<file path="src/rtl/core/acfc_pkg.sv">
`timescale 1ns / 1ps

package acfc_pkg;

  // Ring geometry: averages are sum >> RingAw, so the depth stays a power of two.
  localparam int RingDepth = 32;
  localparam int RingAw    = $clog2(RingDepth);
  localparam int ValW      = 8;
  localparam int SumW      = ValW + RingAw;

  localparam int CfgW      = 7;
  localparam int CfgIdxW   = 3;
  localparam int NumFans   = 4;

  localparam int FifoDepth = 3;
  localparam int FifoPtrW  = $clog2(FifoDepth);
  localparam int FifoCntW  = $clog2(FifoDepth + 1);

  // Solar scale: floor(raw*100/2046)*2 == floor(raw*50/1023)*2
  localparam int SolarNum  = 50;
  localparam int SolarDen  = 1023;
  localparam int SolarMax  = 100;
  localparam int FahrOfs   = 32;
  localparam int DivFiveK  = 205;  // floor(y/5) == (y*205)>>10 for y < 1020

  typedef enum logic [CfgIdxW-1:0] {
    CfgTempSp   = 3'd0,
    CfgHumSp    = 3'd1,
    CfgSolarThr = 3'd2,
    CfgFanOne   = 3'd3,
    CfgFanTwo   = 3'd4,
    CfgFanThree = 3'd5,
    CfgFanFour  = 3'd6,
    CfgPower    = 3'd7
  } cfg_idx_e;

  typedef enum logic [1:0] {
    FanOff  = 2'd0,
    FanOn   = 2'd1,
    FanAuto = 2'd2
  } fan_mode_e;

  typedef enum logic [1:0] {
    PwrOff    = 2'd0,
    PwrNormal = 2'd1,
    PwrSolar  = 2'd2
  } power_mode_e;

  // One ring request, issued in the accept cycle.
  typedef struct packed {
    logic            fill;
    logic            push;
    logic [ValW-1:0] value;
  } ring_req_t;

  // Result item, last field in the lowest bits.
  typedef struct packed {
    logic [6:0] average_solar;
    logic [6:0] humidity_now;
    logic [7:0] average_temperature_f;
    logic [3:0] fan_drive;
  } result_t;

  localparam int ResultW = $bits(result_t);
  localparam int OutDataW = ((ResultW + 7) / 8) * 8;

  function automatic logic [ValW-1:0] to_fahrenheit(input logic [5:0] c);
    logic [9:0]  y;
    logic [17:0] p;
    y = ({4'b0, c} << 3) + {4'b0, c};
    p = 18'(y) * 18'(DivFiveK);
    return p[17:10] + ValW'(FahrOfs);
  endfunction

  function automatic logic [6:0] solar_scale(input logic [9:0] raw);
    logic [15:0] x;
    logic [5:0]  qe;
    logic [15:0] r;
    logic [5:0]  q;
    x  = 16'(raw) * 16'(SolarNum);
    qe = x[15:10];
    r  = x - {qe, 10'b0} + 16'(qe);
    q  = qe + 6'(r >= 16'(SolarDen));
    return {q, 1'b0};
  endfunction

endpackage

</file>
<file path="src/rtl/core/averaged_climate_fan_controller_unit.sv">
`timescale 1ns / 1ps

// Averaged climate fan controller.
// Input stream: one request per reading. tuser = operation (0 climate,
// 1 solar); tdata carries temperature_c, humidity_pct and solar_raw.
// Each request yields exactly one result on the output stream: fan drive
// bits, averaged Fahrenheit, held humidity and averaged solar level.
// Config port: cfg_we_i writes cfg_data_i into register cfg_idx_i;
// write only while no request is in flight.
// Stage 2 pushes each result into the output queue. Throughput: one request
// per cycle while s_axis_tready is high. Each reading does one read of its
// ring memory (slot ahead of the current one) in the accept cycle and the
// sum update plus write-back in the next; distinct slots, so no hazard.
// Reset: sums, slots and flags clear at once, no memory sweep. The first
// reading of each kind primes its ring by value; untouched slots read as
// that value until the slot pointer has gone once around.
// Stall: results sit in a three-entry queue; s_axis_tready stays high while
// queue plus in-flight requests stay under three, so a stalled receiver
// backs up into tready without losing or repeating results.
module averaged_climate_fan_controller_unit (
  input  logic                              clk_i,
  input  logic                              rst_ni,

  input  logic                              s_axis_tvalid,
  output logic                              s_axis_tready,
  // [5:0] temperature_c, [12:6] humidity_pct, [22:13] solar_raw, [23] zero
  input  logic [23:0]                       s_axis_tdata,
  // [0] operation
  input  logic                              s_axis_tuser,

  output logic                              m_axis_tvalid,
  input  logic                              m_axis_tready,
  // [3:0] fan_drive, [11:4] average_temperature_f, [18:12] humidity_now,
  // [25:19] average_solar, [31:26] zero
  output logic [acfc_pkg::OutDataW-1:0]     m_axis_tdata,

  input  logic                              cfg_we_i,
  input  logic [acfc_pkg::CfgIdxW-1:0]      cfg_idx_i,
  input  logic [acfc_pkg::CfgW-1:0]         cfg_data_i
);

  // Config registers
  logic [6:0] temp_sp_q, hum_sp_q, solar_thr_q;
  logic [1:0] fan_mode_q [acfc_pkg::NumFans];
  logic [1:0] power_mode_q;

  always_ff @(posedge clk_i or negedge rst_ni) begin
    if (!rst_ni) begin
      temp_sp_q    <= 7'd78;
      hum_sp_q     <= 7'd85;
      solar_thr_q  <= 7'd30;
      for (int i = 0; i < acfc_pkg::NumFans; i++) begin
        fan_mode_q[i] <= acfc_pkg::FanAuto;
      end
      power_mode_q <= acfc_pkg::PwrNormal;
    end else if (cfg_we_i) begin
      case (acfc_pkg::cfg_idx_e'(cfg_idx_i))
        acfc_pkg::CfgTempSp:   temp_sp_q     <= cfg_data_i;
        acfc_pkg::CfgHumSp:    hum_sp_q      <= cfg_data_i;
        acfc_pkg::CfgSolarThr: solar_thr_q   <= cfg_data_i;
        acfc_pkg::CfgFanOne:   fan_mode_q[0] <= cfg_data_i[1:0];
        acfc_pkg::CfgFanTwo:   fan_mode_q[1] <= cfg_data_i[1:0];
        acfc_pkg::CfgFanThree: fan_mode_q[2] <= cfg_data_i[1:0];
        acfc_pkg::CfgFanFour:  fan_mode_q[3] <= cfg_data_i[1:0];
        acfc_pkg::CfgPower:    power_mode_q  <= cfg_data_i[1:0];
        default: ;
      endcase
    end
  end

  // Stage 1: accept, convert, issue ring requests
  logic       accept;
  logic       op_solar;
  logic [5:0] celsius;
  logic [6:0] humidity;
  logic [9:0] solar_raw;

  logic       climate_primed_q, solar_primed_q;
  logic [5:0] last_celsius_q;
  logic [6:0] held_hum_q;
  logic       s2_valid_q;

  acfc_pkg::ring_req_t t_req, s_req;

  assign accept    = s_axis_tvalid && s_axis_tready;
  assign op_solar  = s_axis_tuser;
  assign celsius   = s_axis_tdata[5:0];
  assign humidity  = s_axis_tdata[12:6];
  assign solar_raw = s_axis_tdata[22:13];

  always_comb begin
    t_req.fill  = accept && !op_solar && !climate_primed_q;
    t_req.push  = accept && !op_solar && climate_primed_q && (celsius != last_celsius_q);
    t_req.value = acfc_pkg::to_fahrenheit(celsius);
    s_req.fill  = accept && op_solar && !solar_primed_q;
    s_req.push  = accept && op_solar && solar_primed_q;
    s_req.value = {1'b0, acfc_pkg::solar_scale(solar_raw)};
  end

  always_ff @(posedge clk_i or negedge rst_ni) begin
    if (!rst_ni) begin
      climate_primed_q <= 1'b0;
      solar_primed_q   <= 1'b0;
      last_celsius_q   <= '0;
      held_hum_q       <= '0;
      s2_valid_q       <= 1'b0;
    end else begin
      s2_valid_q <= accept;
      if (accept && !op_solar) begin
        climate_primed_q <= 1'b1;
        last_celsius_q   <= celsius;
        held_hum_q       <= humidity;
      end
      if (accept && op_solar) begin
        solar_primed_q <= 1'b1;
      end
    end
  end

  logic [acfc_pkg::SumW-1:0] t_sum_next, s_sum_next;

  acfc_ring u_temp_ring (
    .clk_i      (clk_i),
    .rst_ni     (rst_ni),
    .req_i      (t_req),
    .sum_next_o (t_sum_next)
  );

  acfc_ring u_solar_ring (
    .clk_i      (clk_i),
    .rst_ni     (rst_ni),
    .req_i      (s_req),
    .sum_next_o (s_sum_next)
  );

  // Stage 2: averages and fan decision from the updated sums
  logic [7:0]        avg_t;
  logic [6:0]        avg_s;
  logic              hot, gated;
  acfc_pkg::result_t result;

  assign avg_t = t_sum_next[acfc_pkg::RingAw +: 8];
  assign avg_s = s_sum_next[acfc_pkg::RingAw +: 7];

  always_comb begin
    gated = (power_mode_q == acfc_pkg::PwrOff) ||
            ((power_mode_q == acfc_pkg::PwrSolar) && (avg_s < solar_thr_q));
    hot   = (avg_t >= {1'b0, temp_sp_q}) || (held_hum_q >= hum_sp_q);
    result.fan_drive = '0;
    for (int i = 0; i < acfc_pkg::NumFans; i++) begin
      result.fan_drive[i] = !gated &&
                            ((fan_mode_q[i] == acfc_pkg::FanOn) ||
                             ((fan_mode_q[i] == acfc_pkg::FanAuto) && hot));
    end
    result.average_temperature_f = avg_t;
    result.humidity_now          = held_hum_q;
    result.average_solar         = avg_s;
  end

  // Output queue with credit-based back-pressure
  logic [acfc_pkg::FifoCntW-1:0] q_count;
  acfc_pkg::result_t             q_data;
  logic [acfc_pkg::FifoCntW:0]   in_flight;

  acfc_ofifo u_ofifo (
    .clk_i   (clk_i),
    .rst_ni  (rst_ni),
    .push_i  (s2_valid_q),
    .data_i  (result),
    .pop_i   (m_axis_tready),
    .valid_o (m_axis_tvalid),
    .data_o  (q_data),
    .count_o (q_count)
  );

  assign in_flight     = {1'b0, q_count} + (acfc_pkg::FifoCntW + 1)'(s2_valid_q);
  assign s_axis_tready = in_flight < (acfc_pkg::FifoCntW + 1)'(acfc_pkg::FifoDepth);
  assign m_axis_tdata  = {(acfc_pkg::OutDataW - acfc_pkg::ResultW)'(0), q_data};

endmodule

</file>
<file path="src/rtl/core/acfc_ram.sv">
`timescale 1ns / 1ps

module acfc_ram #(
  parameter int Width = 8,
  parameter int Depth = 32
) (
  input  logic                     clk_i,
  input  logic                     we_i,
  input  logic [$clog2(Depth)-1:0] waddr_i,
  input  logic [Width-1:0]         wdata_i,
  input  logic [$clog2(Depth)-1:0] raddr_i,
  output logic [Width-1:0]         rdata_o
);

  logic [Width-1:0] mem [Depth];

  always_ff @(posedge clk_i) begin
    if (we_i) begin
      mem[waddr_i] <= wdata_i;
    end
    rdata_o <= mem[raddr_i];
  end

endmodule

</file>
<file path="src/rtl/core/acfc_ring.sv">
`timescale 1ns / 1ps

// Ring of samples plus running sum. Fill is lazy: entries not yet rewritten
// since the fill read as fill_val_q; lap_q marks that every slot was rewritten.
module acfc_ring (
  input  logic                            clk_i,
  input  logic                            rst_ni,
  input  acfc_pkg::ring_req_t             req_i,
  output logic [acfc_pkg::SumW-1:0]       sum_next_o
);

  logic [acfc_pkg::RingAw-1:0] slot_q, slot_inc;
  logic                        lap_q;
  logic [acfc_pkg::ValW-1:0]   fill_val_q;
  logic [acfc_pkg::SumW-1:0]   sum_q, sum_d;

  logic                        s2_fill_q, s2_push_q;
  logic                        s2_old_valid_q;
  logic [acfc_pkg::ValW-1:0]   s2_val_q;
  logic [acfc_pkg::RingAw-1:0] s2_addr_q;

  logic [acfc_pkg::ValW-1:0]   rdata, old_val;

  assign slot_inc = (slot_q == acfc_pkg::RingAw'(acfc_pkg::RingDepth - 1))
                    ? '0 : slot_q + 1'b1;

  always_ff @(posedge clk_i or negedge rst_ni) begin
    if (!rst_ni) begin
      slot_q    <= '0;
      lap_q     <= 1'b0;
      s2_fill_q <= 1'b0;
      s2_push_q <= 1'b0;
      sum_q     <= '0;
    end else begin
      s2_fill_q <= req_i.fill;
      s2_push_q <= req_i.push;
      sum_q     <= sum_d;
      if (req_i.fill) begin
        slot_q <= '0;
        lap_q  <= 1'b0;
      end else if (req_i.push) begin
        slot_q <= slot_inc;
        if (slot_inc == '0) begin
          lap_q <= 1'b1;
        end
      end
    end
  end

  always_ff @(posedge clk_i) begin
    if (req_i.fill) begin
      fill_val_q <= req_i.value;
    end
    s2_val_q       <= req_i.value;
    s2_addr_q      <= slot_inc;
    s2_old_valid_q <= lap_q;
  end

  acfc_ram #(
    .Width (acfc_pkg::ValW),
    .Depth (acfc_pkg::RingDepth)
  ) u_ram (
    .clk_i   (clk_i),
    .we_i    (s2_push_q),
    .waddr_i (s2_addr_q),
    .wdata_i (s2_val_q),
    .raddr_i (slot_inc),
    .rdata_o (rdata)
  );

  assign old_val = s2_old_valid_q ? rdata : fill_val_q;

  always_comb begin
    sum_d = sum_q;
    if (s2_fill_q) begin
      sum_d = {s2_val_q, acfc_pkg::RingAw'(0)};
    end else if (s2_push_q) begin
      sum_d = sum_q - acfc_pkg::SumW'(old_val) + acfc_pkg::SumW'(s2_val_q);
    end
  end

  assign sum_next_o = sum_d;

endmodule

</file>
<file path="src/rtl/core/acfc_ofifo.sv">
`timescale 1ns / 1ps

// Small result queue; the producer holds back by credit (see count_o).
module acfc_ofifo (
  input  logic                            clk_i,
  input  logic                            rst_ni,
  input  logic                            push_i,
  input  acfc_pkg::result_t               data_i,
  input  logic                            pop_i,
  output logic                            valid_o,
  output acfc_pkg::result_t               data_o,
  output logic [acfc_pkg::FifoCntW-1:0]   count_o
);

  acfc_pkg::result_t                mem_q [acfc_pkg::FifoDepth];
  logic [acfc_pkg::FifoPtrW-1:0]    wr_ptr_q, rd_ptr_q;
  logic [acfc_pkg::FifoCntW-1:0]    cnt_q;
  logic                             pop;

  function automatic logic [acfc_pkg::FifoPtrW-1:0] ptr_inc(
    input logic [acfc_pkg::FifoPtrW-1:0] p
  );
    return (p == acfc_pkg::FifoPtrW'(acfc_pkg::FifoDepth - 1)) ? '0 : p + 1'b1;
  endfunction

  assign valid_o = (cnt_q != '0);
  assign pop     = pop_i && valid_o;
  assign data_o  = mem_q[rd_ptr_q];
  assign count_o = cnt_q;

  always_ff @(posedge clk_i or negedge rst_ni) begin
    if (!rst_ni) begin
      wr_ptr_q <= '0;
      rd_ptr_q <= '0;
      cnt_q    <= '0;
    end else begin
      if (push_i) begin
        wr_ptr_q <= ptr_inc(wr_ptr_q);
      end
      if (pop) begin
        rd_ptr_q <= ptr_inc(rd_ptr_q);
      end
      case ({push_i, pop})
        2'b10:   cnt_q <= cnt_q + 1'b1;
        2'b01:   cnt_q <= cnt_q - 1'b1;
        default: cnt_q <= cnt_q;
      endcase
    end
  end

  always_ff @(posedge clk_i) begin
    if (push_i) begin
      mem_q[wr_ptr_q] <= data_i;
    end
  end

endmodule

</file>
<file path="config.mk">
export PLATFORM = sky130hd
export DESIGN_NAME = averaged_climate_fan_controller_unit
export DESIGN_NICKNAME = d
export VERILOG_FILES = /design/src/rtl/core/acfc_pkg.sv /design/src/rtl/core/averaged_climate_fan_controller_unit.sv /design/src/rtl/core/acfc_ram.sv /design/src/rtl/core/acfc_ring.sv /design/src/rtl/core/acfc_ofifo.sv
export SDC_FILE = /design/constraint.sdc
export NUM_CORES = 1
export LEC_CHECK = 0
export BUFFER_PORTS_ARGS = -buffer_cell sky130_fd_sc_hd__clkbuf_2
export CAP_MARGIN = 25
export CORE_MARGIN = 2
export CORE_UTILIZATION = 50
export CTS_CLUSTER_DIAMETER = 40
export DETAILED_ROUTE_END_ITERATION = 10
export PLACE_DENSITY = 0.68
export SETUP_SLACK_MARGIN = 0.05
export SLEW_MARGIN = 5
export SYNTH_ARGS = -nofsm -noshare
export SYNTH_HDL_FRONTEND = slang
export SYNTH_SLANG_ARGS = --single-unit
</file>
<file path="constraint.sdc">
create_clock -name clk_i -period 7.7 [get_ports clk_i]
set_clock_uncertainty 0.1 [all_clocks]
set_input_delay 1.155 -clock clk_i [delete_from_list [all_inputs] [get_ports clk_i]]
set_output_delay 1.155 -clock clk_i [all_outputs]
set_load 0.05 [all_outputs]
</file>
==> impl_summary.log <==
[metrics] depth of the most critical reg-to-reg path: 17
[metrics] area fraction of the dominant cell type after synthesis: 52.7%
[metrics] least setup slack across all paths after layout: 1.29 ns
[metrics] number of core rows: 90
[metrics] Critical Setup Path Class: reg2reg
[metrics] CP Max Fanout: 8
[metrics] instance count along the most critical hold path: 0
[metrics] Die Ht: 252 µm
[metrics] worst-skew pair later-pin latency: 0.64 ns
[metrics] Min Hold Slack: 0.276 ns
[metrics] global-route total usage across every layer: 19.8%
[metrics] I/O pin count: 74
[metrics] ratio of routed vias to standard cells: 5.59
[metrics] final worst path period share: 83.2%
[metrics] clock period minus final worst setup slack: 6.41 ns
[metrics] dpl cells: 2843
[metrics] Via Count: 16844
[metrics] number of global-route vias before repair: 17340
[metrics] Final Total Pwr: 16.0 mW
[metrics] Fin. Hold Viols: 0
[metrics] crit path buf inv count: 1
[metrics] worst path required time: 7.91 ns
[metrics] number of standard cells in the final layout excluding fillers: 3013
[metrics] signed area change from the synthesized netlist to the final layout: 14.0%
[metrics] Hold EP: u_temp_ring.s2_old_valid_q$_DFF_P_
[metrics] total overflow reported by the global router: 0
[metrics] full die area: 63500 µm²
[metrics] Core Util, Final: 57.9%
[metrics] launch point of the worst hold path: u_temp_ring.lap_q$_DFFE_PN0P_
[metrics] measured slew at the worst slew-check pin: 0.997 ns
[metrics] number of instances in the synthesized netlist: 2032
[metrics] DRC errors left: 0
[metrics] Chip Width: 252 µm
[metrics] post-route cell area: 35100 µm²
[metrics] peak per-stage delay on the critical path: 0.85 ns
[metrics] share of post-route cells with drive strength above 1: 20.2%
[metrics] Post-synth EDFFs: 540
[metrics] summed instance area of the synthesized netlist: 30800 µm²
[metrics] share of flip-flops with an asynchronous set or reset after synthesis: 13.8%
[metrics] Unique masters post-synth: 69
[metrics] first-pass GRT wire length: 96600 µm
[metrics] Detail Route Antenna Nets: 0
[metrics] pin count of the biggest net entering global routing: 74
[metrics] Max Clock Freq: 0.156 GHz
[metrics] clock sink count: 673
[metrics] Root Buffer Master: sky130_fd_sc_hd__clkbuf_16
[metrics] top cells by area, synth: sky130_fd_sc_hd__edfxtp_1 (53%), sky130_fd_sc_hd__mux4_2 (8.1%), sky130_fd_sc_hd__dfrtp_1 (6.2%)
[metrics] post-CTS clock slew at the launch and capture registers of the worst setup and hold paths: 0.05 ns
[metrics] startpoint of the worst register-to-register path: u_temp_ring.s2_old_valid_q$_DFF_P_
[metrics] type of origin of the critical path: register
[metrics] most frequent cell on the critical path: sky130_fd_sc_hd__a21o_1
[metrics] HPWL reported at the end of detailed placement: 39800 µm
[metrics] Placement Setup Slack: 0.773 ns
[metrics] reported max-cap violation count: 0
[metrics] setup repair bufs after CTS: 0
[metrics] number of antenna violations at the first check in global routing: 0
[metrics] primary flip-flop cell chosen by synthesis mapping: sky130_fd_sc_hd__edfxtp_1
[metrics] number of H-tree levels: 3
[metrics] worst hold path type: reg2reg
[metrics] Syn Area/Cell: 15.1 µm²
[metrics] kind of end point of the critical path: register
[metrics] Bufs on Longest Clock Path: 3
[metrics] result of the run: finished clean
[metrics] DRC marker count from the first detailed-route iteration: 1353
[metrics] maximum vdd drop: 0.000238 V
[metrics] critical path arrival: 6.61 ns
[metrics] worst slew slack as a fraction of its limit: 32.8%
[metrics] Power Density: 457 nW/µm²
[metrics] detail-routed net length per standard cell: 20.3 µm
[metrics] core footprint: 60600 µm²
[metrics] minimum setup slack among reg-to-reg paths: 1.29 ns
[metrics] port bufs: 66
[metrics] critical path's slowest cell: sky130_fd_sc_hd__a2111oi_0
[metrics] fraction of the yosys area taken by sequential cells: 63.0%
[metrics] first-pass iteration count of the detailed router: 5
[metrics] number of warnings printed during yosys synthesis: 0
[metrics] initial core utilization: 50.8%
[metrics] cell taking the most area after synthesis: sky130_fd_sc_hd__edfxtp_1
[metrics] final net count: 2385
[metrics] total routed wirelength: 61300 µm
[metrics] setup-violating endpoint count in the final report: 0
[metrics] most frequent cell after synthesis: sky130_fd_sc_hd__edfxtp_1
[metrics] number of buffers inserted by hold repair at cts: 0
[metrics] post-placement cell area: 32000 µm²
[metrics] final weighted congestion in routability-driven placement: 0.817
[metrics] diode count: 0
[metrics] static power due to leakage: 13.3 nW
[metrics] Inserted Clock Buffers: 90
[metrics] CTS tree: done
[metrics] number of gates resized after cts: 0
[metrics] top cells by count, synth: sky130_fd_sc_hd__edfxtp_1 (540), sky130_fd_sc_hd__inv_1 (160), sky130_fd_sc_hd__ha_1 (152)
[metrics] flip-flop and latch count after synthesis: 673
[metrics] top cell family by delay on the critical path: compound AO/OA/AOI/OAI gates
[metrics] destination of the worst register-to-register timing path: u_ofifo.mem_q[1][3]$_DFFE_PP_
[metrics] cells traversed along the worst timing path: mux2_2, fa_1, inv_1, ha_1, a21o_1, a21o_1, a2111oi_0, o21bai_1, xor2_1, mux2i_1, o21ai_0, ha_1, a21o_1, a21oi_1, nor2_1, nor4_1, a31oi_1
[metrics] TNS Setup: 0 ns
[metrics] number of max-slew violations in the final report: 0
[metrics] unrepaired setup endpoints after global routing: no
-- cell families (layout without fill, tap and decap cells) --
group	Yosys count	count (layout)	share of synthesized area (%)
xor+xnor	68	68	2.00
buf+inv	237	431	3.35
fa+ha+maj	191	191	8.72
other cells	1	6	0.0122
flops	673	673	63.0
simple gates	387	387	5.91
compound gates	256	256	5.27
mux	219	219	11.8
-- worst register-to-register path, stage by stage, from the launching register on --
cell and delay (ns):
sky130_fd_sc_hd__dfxtp_1 0.55, sky130_fd_sc_hd__mux2_2 0.41, sky130_fd_sc_hd__fa_1 0.48, sky130_fd_sc_hd__inv_1 0.07
sky130_fd_sc_hd__ha_1 0.29, sky130_fd_sc_hd__a21o_1 0.18, sky130_fd_sc_hd__a21o_1 0.21, sky130_fd_sc_hd__a2111oi_0 0.85
sky130_fd_sc_hd__o21bai_1 0.21, sky130_fd_sc_hd__xor2_1 0.17, sky130_fd_sc_hd__mux2i_1 0.09, sky130_fd_sc_hd__o21ai_0 0.81
sky130_fd_sc_hd__ha_1 0.39, sky130_fd_sc_hd__a21o_1 0.17, sky130_fd_sc_hd__a21oi_1 0.17, sky130_fd_sc_hd__nor2_1 0.07
sky130_fd_sc_hd__nor4_1 0.65, sky130_fd_sc_hd__a31oi_1 0.26
-- routing by layer --
layer  vias up  global-route usage, %  part of all wire (%)
met3       106                   3.63                   4.8
li1       7851                      -                     -
met5         -                      0                     0
met4         0                   5.38                   2.2
met2       395                   33.1                    50
met1      8492                   26.7                    43
-- worst max-delay path by stage --
stage | from | slack (ns) | cells past startpoint | endpoint
after floorplan | s_axis_tdata[17] | 1.48 | 24 | u_solar_ring.fill_val_q[6]$_DFFE_PP_
after global placement | s_axis_tdata[17] | 0.79 | 27 | u_solar_ring.fill_val_q[6]$_DFFE_PP_
after detailed placement | s_axis_tdata[0] | 0.77 | 21 | u_temp_ring.fill_val_q[7]$_DFFE_PP_
after CTS | u_temp_ring.s2_old_valid_q$_DFF_P_ | 1.33 | 17 | u_ofifo.mem_q[1][0]$_DFFE_PP_
after global routing | u_temp_ring.s2_old_valid_q$_DFF_P_ | 1.02 | 17 | u_ofifo.mem_q[1][0]$_DFFE_PP_
final | u_temp_ring.s2_old_valid_q$_DFF_P_ | 1.29 | 17 | u_ofifo.mem_q[1][3]$_DFFE_PP_
-- layout make-up --
class	count	area [µm²]
Clock buffer	103	2390
Clock inverter	66	711
Fill cell	4654	25500
Inverter	162	613
Multi-Input combinational cell	1127	10400
Sequential cell	673	19400
Tap cell	782	978
Timing Repair Buffer	100	586
-- report_power, final --
part | switching [mW] | internal [mW] | total [mW]
sequential | 0.281 | 4.94 | 5.22
clock | 1.66 | 2.56 | 4.22
combinational | 3.95 | 2.63 | 6.59
total | 5.90 | 10.1 | 16.0
-- sequential cells by signal, summed over array words and instances, names as in the netlist, 6 cells and up --
register	count
u_temp_ring.u_ram.mem	256
fan_mode_q	8
u_temp_ring.fill_val_q	8
u_temp_ring.u_ram.rdata_o	8
u_ofifo.mem_q	78
held_hum_q	7
u_temp_ring.s2_val_q	8
u_solar_ring.s2_val_q	6
u_solar_ring.sum_q	11
last_celsius_q	6
u_solar_ring.u_ram.mem	192
temp_sp_q	7
solar_thr_q	7
u_temp_ring.sum_q	13
u_solar_ring.fill_val_q	6
u_solar_ring.u_ram.rdata_o	6
hum_sp_q	7
-- layout by cell type, fill, tap and decap left out, types with 34 or more instances in the layout --
cell type	instances
sky130_fd_sc_hd__a21oi_1	44
sky130_fd_sc_hd__buf_4	34
sky130_fd_sc_hd__clkbuf_16	93
sky130_fd_sc_hd__clkbuf_2	65
sky130_fd_sc_hd__dfrtp_1	76
sky130_fd_sc_hd__dfxtp_1	40
sky130_fd_sc_hd__edfxtp_1	540
sky130_fd_sc_hd__fa_1	39
sky130_fd_sc_hd__ha_1	151
sky130_fd_sc_hd__inv_1	160
sky130_fd_sc_hd__mux2_2	40
sky130_fd_sc_hd__mux2i_1	69
sky130_fd_sc_hd__mux4_2	110
sky130_fd_sc_hd__nand2_1	145
sky130_fd_sc_hd__nor2_1	104
sky130_fd_sc_hd__o21ai_0	80
sky130_fd_sc_hd__xnor2_1	38
(Power assumes the default switching activity.)
